===== config.mk =====
export PLATFORM = sky130hd
export DESIGN_NAME = bfs_ctrl
export DESIGN_NICKNAME = d
export VERILOG_FILES = /design/src/rtl/core/bfs_pkg.sv /design/src/rtl/core/bfs_ctrl.sv
export SDC_FILE = /design/constraint.sdc
export NUM_CORES = 1
export LEC_CHECK = 0
export BUFFER_PORTS_ARGS = -buffer_cell sky130_fd_sc_hd__buf_2
export CAP_MARGIN = 40
export CORE_MARGIN = 5
export CORE_UTILIZATION = 44
export DETAILED_ROUTE_END_ITERATION = 10
export HOLD_SLACK_MARGIN = 0.12
export PLACE_DENSITY = 0.73
export RECOVER_POWER = 100
export SETUP_SLACK_MARGIN = 0.02
export SKIP_CTS_REPAIR_TIMING = 1
export SYNTH_ARGS = -nofsm -noshare
export SYNTH_HDL_FRONTEND = slang
export SYNTH_SLANG_ARGS = --single-unit

===== constraint.sdc =====
create_clock -name clk -period 1.3 [get_ports clk]
set_clock_uncertainty 0.05 [all_clocks]
set_input_delay 0.195 -clock clk [delete_from_list [all_inputs] [get_ports clk]]
set_output_delay 0.195 -clock clk [all_outputs]
set_load 0.05 [all_outputs]

===== src/rtl/core/bfs_pkg.sv =====
// ----------------------------------------------------------------------------
// bfs_pkg: shared types and constants
// Opcodes, result status codes, datapath command and status bundles for the
// shortest-hop search engine.
// ----------------------------------------------------------------------------
package bfs_pkg;

  localparam int MAX_NODES_DEF  = 256;
  localparam int MAX_DEGREE_DEF = 8;

  localparam int NODE_W = 8;
  localparam int HOPS_W = 8;

  localparam logic [NODE_W-1:0] NV_RESET = 8'd255;

  // input opcodes
  localparam logic [1:0] OP_CLEAR    = 2'd0;
  localparam logic [1:0] OP_ADD_EDGE = 2'd1;
  localparam logic [1:0] OP_QUERY    = 2'd2;

  // result status codes
  localparam logic [1:0] STS_OK    = 2'd0;
  localparam logic [1:0] STS_FULL  = 2'd1;
  localparam logic [1:0] STS_RANGE = 2'd2;

  // datapath micro-operations, one per cycle
  typedef enum logic [4:0] {
    DP_NOP,
    DP_LOAD,
    DP_CLR_DEG,
    DP_RD_DEG_A,
    DP_RD_DEG_B,
    DP_CAP_DB,
    DP_WR_EDGE1,
    DP_WR_EDGE2,
    DP_CLR_DIST,
    DP_SEED,
    DP_RD_QUEUE,
    DP_RD_CUR,
    DP_CAP_DEG,
    DP_RD_NBR,
    DP_RD_NDIST,
    DP_VISIT,
    DP_RD_DST
  } dp_op_t;

  typedef struct packed {
    dp_op_t     op;
    logic       emit;
    logic       emit_hit;
    logic [1:0] emit_status;
  } cmd_t;

  typedef struct packed {
    logic [1:0] opcode;
    logic       out_of_range;
    logic       add_full;
    logic       sweep_last;
    logic       queue_empty;
    logic       deg_done;
    logic       dst_hit;
  } sts_t;

endpackage


===== src/rtl/core/bfs_ctrl.sv =====
// ----------------------------------------------------------------------------
// bfs_ctrl: sequencing state machine
// Issues one datapath operation per cycle for clear, add-edge and query items.
// ----------------------------------------------------------------------------
module bfs_ctrl (
  input  logic          clk,
  input  logic          rst_n,
  input  logic          start,
  output logic          busy,
  input  bfs_pkg::sts_t sts,
  output bfs_pkg::cmd_t cmd
);

  import bfs_pkg::*;

  typedef enum logic [4:0] {
    S_INIT,
    S_IDLE,
    S_DECODE,
    S_CLR_G,
    S_ADD_A,
    S_ADD_B,
    S_ADD_CHK,
    S_ADD_W2,
    S_QCLR,
    S_SEED,
    S_POP,
    S_CUR,
    S_DEG,
    S_NBR,
    S_NDIST,
    S_VISIT,
    S_FIN
  } state_t;

  state_t state_r, state_nxt;

  assign busy = (state_r != S_IDLE);

  always_comb begin
    state_nxt       = state_r;
    cmd.op          = DP_NOP;
    cmd.emit        = 1'b0;
    cmd.emit_hit    = 1'b0;
    cmd.emit_status = STS_OK;
    case (state_r)
      S_INIT: begin
        cmd.op = DP_CLR_DEG;
        if (sts.sweep_last) begin
          state_nxt = S_IDLE;
        end
      end
      S_IDLE: begin
        if (start) begin
          cmd.op    = DP_LOAD;
          state_nxt = S_DECODE;
        end
      end
      S_DECODE: begin
        case (sts.opcode)
          OP_CLEAR: begin
            state_nxt = S_CLR_G;
          end
          OP_ADD_EDGE: begin
            if (sts.out_of_range) begin
              cmd.emit        = 1'b1;
              cmd.emit_status = STS_RANGE;
              state_nxt       = S_IDLE;
            end else begin
              cmd.op    = DP_RD_DEG_A;
              state_nxt = S_ADD_A;
            end
          end
          OP_QUERY: begin
            if (sts.out_of_range) begin
              cmd.emit        = 1'b1;
              cmd.emit_status = STS_RANGE;
              state_nxt       = S_IDLE;
            end else begin
              state_nxt = S_QCLR;
            end
          end
          default: begin
            cmd.emit  = 1'b1;
            state_nxt = S_IDLE;
          end
        endcase
      end
      S_CLR_G: begin
        cmd.op = DP_CLR_DEG;
        if (sts.sweep_last) begin
          cmd.emit  = 1'b1;
          state_nxt = S_IDLE;
        end
      end
      S_ADD_A: begin
        cmd.op    = DP_RD_DEG_B;
        state_nxt = S_ADD_B;
      end
      S_ADD_B: begin
        cmd.op    = DP_CAP_DB;
        state_nxt = S_ADD_CHK;
      end
      S_ADD_CHK: begin
        if (sts.add_full) begin
          cmd.emit        = 1'b1;
          cmd.emit_status = STS_FULL;
          state_nxt       = S_IDLE;
        end else begin
          cmd.op    = DP_WR_EDGE1;
          state_nxt = S_ADD_W2;
        end
      end
      S_ADD_W2: begin
        cmd.op    = DP_WR_EDGE2;
        cmd.emit  = 1'b1;
        state_nxt = S_IDLE;
      end
      S_QCLR: begin
        cmd.op = DP_CLR_DIST;
        if (sts.sweep_last) begin
          state_nxt = S_SEED;
        end
      end
      S_SEED: begin
        cmd.op    = DP_SEED;
        state_nxt = S_POP;
      end
      S_POP: begin
        if (sts.queue_empty) begin
          cmd.op    = DP_RD_DST;
          state_nxt = S_FIN;
        end else begin
          cmd.op    = DP_RD_QUEUE;
          state_nxt = S_CUR;
        end
      end
      S_CUR: begin
        cmd.op    = DP_RD_CUR;
        state_nxt = S_DEG;
      end
      S_DEG: begin
        cmd.op    = DP_CAP_DEG;
        state_nxt = S_NBR;
      end
      S_NBR: begin
        if (sts.deg_done) begin
          state_nxt = S_POP;
        end else begin
          cmd.op    = DP_RD_NBR;
          state_nxt = S_NDIST;
        end
      end
      S_NDIST: begin
        cmd.op    = DP_RD_NDIST;
        state_nxt = S_VISIT;
      end
      S_VISIT: begin
        cmd.op    = DP_VISIT;
        state_nxt = S_NBR;
      end
      S_FIN: begin
        cmd.emit     = 1'b1;
        cmd.emit_hit = sts.dst_hit;
        state_nxt    = S_IDLE;
      end
      default: begin
        state_nxt = S_IDLE;
      end
    endcase
  end

  always_ff @(posedge clk) begin
    if (!rst_n) begin
      state_r <= S_INIT;
    end else begin
      state_r <= state_nxt;
    end
  end

endmodule


==> flow_metrics.tcl, run 1 <==
set metrics [dict create \
    drtPass1Iterations 4 \
    synth.ff_latch_count 5 \
    synth_edf_count 0 \
    seq_area_frac_synth 0.152 \
    cp_cell_sequence "or2b_1 -> o211ai_1 -> a22oi_2 -> o21ai_4 -> buf_6" \
    yosys-top-cells-count "nand2_1, inv_1, nor2_1" \
    power.density_nw_per_um2 585 \
    area_growth_pct 112 \
    synth_top_cell_area_share 0.152 \
    ant_nets 0 \
    grtUsageTotal 0.192 \
    synthFlopType "dfxtp_1" \
    hold_depth 3 \
    cts_tree "done" \
    critical_path_depth 5 \
    fmax_ghz 0.569 \
    regMostFlops "state_r" \
    syn_area_per_cell_um2 7.38 \
    hold_slack_ns 0.202 \
    largest_reg_flops 5 \
    status "complete, but fails checks" \
    path_class "reg2out" \
    io_buffer_count 20 \
    cp.arrival_ns 1.51 \
    maxCapViolations 0 \
    initialDrtViolationCount 99 \
    critPathBufInv 1 \
    critPathSlowestCell "dfxtp_4" \
    die_area_um2 2370 \
    rsz0062_at_grt "true" \
    synthTopCellsByArea "dfxtp_1, ha_1, buf_6" \
    stdcell_count 169 \
    async_flop_share 0 \
    cts_max_level 1 \
    path_delay_family "compound AO/OA/AOI/OAI gates" \
    die_x_um 48.6 \
    synth_area_um2 657 \
    vias_per_cell 6.28 \
    core_area_um2 1450 \
    std_cell_rows 14 \
    violations "negative setup slack" \
    finalSetupViolCount 15 \
    leakage_uw 0.000641 \
    routed_wl_mm 3.83 \
    critPathMaxFanout 7 \
    ff2ff_path_depth 8 \
    hold_viol 0 \
    clkTransAtPathRegs_ns 0.05 \
    maxSlewHeadroom 0.611 \
    n_antenna_cell 0 \
    crit_required_ns 1.05 \
    initial_utilization 0.452 \
    drc_errors 0 \
    fin_crit_ns 1.76 \
    synth_largest_area_cell "dfxtp_1" \
    tightest_slew_ns 0.569 \
    reg_top3 "state_r: 5 flops" \
    ir_drop_mv 0.432 \
    drive_above_1_share 0.680 \
    yosys_warnings 0 \
    nets 170 \
    slew_viol_final 0 \
    worst_slack_ns -0.457 \
    grt_pass1_vias 874 \
    gp_congestion 0.923 \
    critPathCaptureType "primary output" \
    die_height_um 48.6 \
    routedWlPerCell_um 22.7 \
    num_vias 1061 \
    grt_max_degree 10 \
    syn-num-nets 105 \
    hold_class "in2reg" \
    clock_latency_ns 0.25 \
    cts.sinks 5 \
    post-route-period-util 1.35 \
    grt-ovfl-total 0 \
    cpPeakStageDelay_ns 0.38 \
    worstSetupStartpointType "register" \
    grt_pass1_wl_mm 3.70 \
    pin_count 21 \
    cts_root_buf "clkbuf_4" \
    placed_cells 162 \
    cts_buffers 3 \
    yosysMostFrequentCell "nand2_1" \
    antenna_found_initial 0 \
    hpwl_mm 1.88 \
    clk_path_buf_depth 2 \
    yosys.cell_types.count 39 \
    syn_inst 89 \
    place_ws_ns -0.294 \
]
power by group:
| group | switching [uW] | internal [uW] |
|---|---|---|
| Sequential | 19.5 | 158 |
| Clock | 73.9 | 117 |
| Combinational | 235 | 209 |
| Total | 329 | 484 |
routing by layer:
layer | vias up | GRT usage | share of wire
met1 | 485 | 0.217 | 0.36
li1 | 447 | - | -
met2 | 90 | 0.350 | 0.49
met4 | 0 | 0.0987 | 0.075
met5 | - | 0 | 0
met3 | 39 | 0.0153 | 0.083
worst paths after layout:
check,from,end,slack (ns)
setup / recovery,state_r[3]$_SDFFE_PN0P_,cmd[5],-0.46
hold / removal,rst_n,state_r[0]$_SDFFE_PN0P_,0.20
setup reg to reg,state_r[3]$_SDFFE_PN0P_,state_r[2]$_SDFFE_PN0P_,-0.38
hold reg to reg,state_r[4]$_SDFFE_PN0P_,state_r[0]$_SDFFE_PN0P_,0.66
cell usage in the layout, fill, tap and decap left out, types with 4 or more instances in the layout:
master and instances:
buf_8 5, dfxtp_4 4, nand4_1 5, buf_6 13
buf_2 10, nor2_2 4, nand2_1 5, buf_4 37
inv_1 6, ha_1 5
cell families (layout without fill, tap and decap cells):
family,after synthesis,in the layout,share of synthesized area
AO/OA/AOI/OAI,22,22,0.255
adder cells (fa/ha/maj),5,5,0.0952
buffers and inverters,13,77,0.122
flip-flops,5,5,0.152
AND/OR/NAND/NOR,44,44,0.375
through the flow:
stage	total power, uW	util	TNS (ns)	instance area, um^2
global route	847	0.956	-5.41	1390
CTS	688	0.793	-5.27	1150
detailed placement	506	0.775	-2.51	1130
global placement	498	0.775	-2.10	1130
finish	813	0.956	-4.66	1390
floorplan	375	-	-0.825	748
worst min-delay path, cell delays in order:
cell	delay (ns)
buf_2	0.14
nand2_1	0.08
a21oi_1	0.04
layout make-up:
cell class,count,area [um^2]
inverter,8,30.0
fill,35,63.8
clock buffer,4,26.3
sequential,5,116
timing repair buffer,65,549
tap,16,20.0
multi-input combinational,71,648
Power figures use the tool's default switching activity.
==> run 2: changes to the inputs <==
Settings changed: PLACE_DENSITY 0.73 to 0.71.
==> flow_metrics.tcl, run 2 (synthesis results as in run 1) <==
set metrics [dict create \
    status "complete, but fails checks" \
    violations "negative setup slack" \
    grt_max_degree 9 \
    final_cell_mix "buf_4, buf_6, buf_2, inv_1, nand2_1" \
    layout_commonest_cell "buf_4" \
    grt_pass1_vias 873 \
    place_ws_ns -0.294 \
    hold_viol 0 \
    grt-ovfl-total 0 \
    power.internal_uw 443 \
    clk_path_buf_depth 2 \
    die_area_um2 2370 \
    cts.sinks 5 \
    clockPowerShare 0.240 \
    cts_max_level 1 \
    regMostFlops "state_r" \
    cpPeakStageDelay_ns 0.36 \
    drtPass1Iterations 4 \
    core_area_um2 1450 \
    initialDrtViolationCount 30 \
    area_growth_pct 96.2 \
    pin_count 21 \
    power.density_nw_per_um2 557 \
    largest_reg_flops 5 \
    hold_class "in2reg" \
    path_class "reg2out" \
    leakage_uw 0.000602 \
    reg_top3 "state_r: 5 flops" \
    std_cell_rows 14 \
    critPathSlowestCell "dfxtp_4" \
    initial_utilization 0.452 \
    n_antenna_cell 0 \
    drc_errors 0 \
    ant_nets 0 \
    power_switching_share 0.383 \
    routedWlPerCell_um 19.3 \
    ir_drop_mv 0.341 \
    p_seq_frac 0.240 \
    reg2reg_slack_ns -0.31 \
    io_buffer_count 20 \
    reg2reg_to "state_r[2]$_SDFFE_PN0P_" \
    path_delay_family "buffers and inverters" \
    cts_tree "done" \
    gp_congestion 0.903 \
    crit_required_ns 1.05 \
    post-route-period-util 1.33 \
    finish.utilization 0.886 \
    critPathCaptureType "primary output" \
    finalSetupViolCount 15 \
    critPathMaxFanout 6 \
    vias_per_cell 5.86 \
    worst_slack_ns -0.431 \
    cts_root_buf "clkbuf_4" \
    die_height_um 48.6 \
    hpwl_mm 1.78 \
    ff2ff_path_depth 8 \
    critPathBufInv 3 \
    tightest_slew_ns 0.358 \
    fmax_ghz 0.578 \
    clkTransAtPathRegs_ns 0.04 \
    endpoint "cmd[4]" \
    reg2reg_from "state_r[3]$_SDFFE_PN0P_" \
    nFillCells 75 \
    drive_above_1_share 0.644 \
    num_vias 967 \
    cts_buffers 3 \
    rsz0062_at_grt "true" \
    routed_wl_mm 3.19 \
    nets 166 \
    fin_crit_ns 1.73 \
    grtUsageTotal 0.187 \
    antenna_found_initial 0 \
    slew_viol_final 0 \
    cp_cell_sequence "buf_6 -> nor2_4 -> nand4_1 -> buf_6 -> nand3_4 -> buf_6" \
    cp.arrival_ns 1.49 \
    regArea_um2 119 \
    pwr-share-comb 0.520 \
    critical_path_depth 6 \
    maxSlewHeadroom 0.755 \
    crit_start "state_r[3]$_SDFFE_PN0P_" \
    maxCapViolations 0 \
    power.switching_uw 275 \
    die_x_um 48.6 \
    clock_latency_ns 0.23 \
    multiInputGateArea_um2 597 \
    worstSetupStartpointType "register" \
    grt_pass1_wl_mm 3.71 \
    cp_common_cell "buf_6" \
]
## run 2: changes by cell type in the layout (fill, tap and decap cells not counted), sizes merged
| cell | change |
|---|---|
| buf | -4 |
## run 2: power by group through the flow
stage	registers, uW	clock network [uW]	logic, uW
final	172	172	374
after global routing	174	188	393
after CTS	178	176	311
after detailed placement	180	0	310
after global placement	178	0	306
after floorplan	171	0	204
## run 2: per-layer routing
layer	track usage	wire, um
met1	0.239	1240
met2	0.324	1610
met3	0.0153	187
met4	0.0628	153
met5	0	0
## run 2: layout make-up
class,instances,share of cell area
multi-input combinational,71,0.463
timing repair buffer,61,0.385
sequential,5,0.0922
inverter,8,0.0233
clock buffer,4,0.0204
tap,16,0.0155
## run 2: how the worst min path moves through the flow
stage / start / depth (start not counted) / endpoint
2_1_floorplan: rst_n / 2 / state_r[0]$_SDFFE_PN0P_
3_3_place_gp: rst_n / 3 / state_r[0]$_SDFFE_PN0P_
3_5_place_dp: rst_n / 2 / state_r[2]$_SDFFE_PN0P_
4_1_cts: rst_n / 3 / state_r[0]$_SDFFE_PN0P_
5_1_grt: rst_n / 2 / state_r[2]$_SDFFE_PN0P_
6_report: rst_n / 2 / state_r[2]$_SDFFE_PN0P_
## run 2: metrics by stage
stage / area [um^2] / hold WS [ns] / power (uW) / setup TNS, ns / instances
after floorplan: 748 / 0.254 / 375 / -0.825 / 89
after detailed placement: 1090 / 0.420 / 490 / -2.51 / 157
final: 1290 / 0.184 / 718 / -4.47 / 165
after CTS: 1120 / 0.184 / 665 / -5.05 / 161
after global routing: 1290 / 0.182 / 755 / -5.29 / 165
after global placement: 1090 / 0.422 / 484 / -2.13 / 157
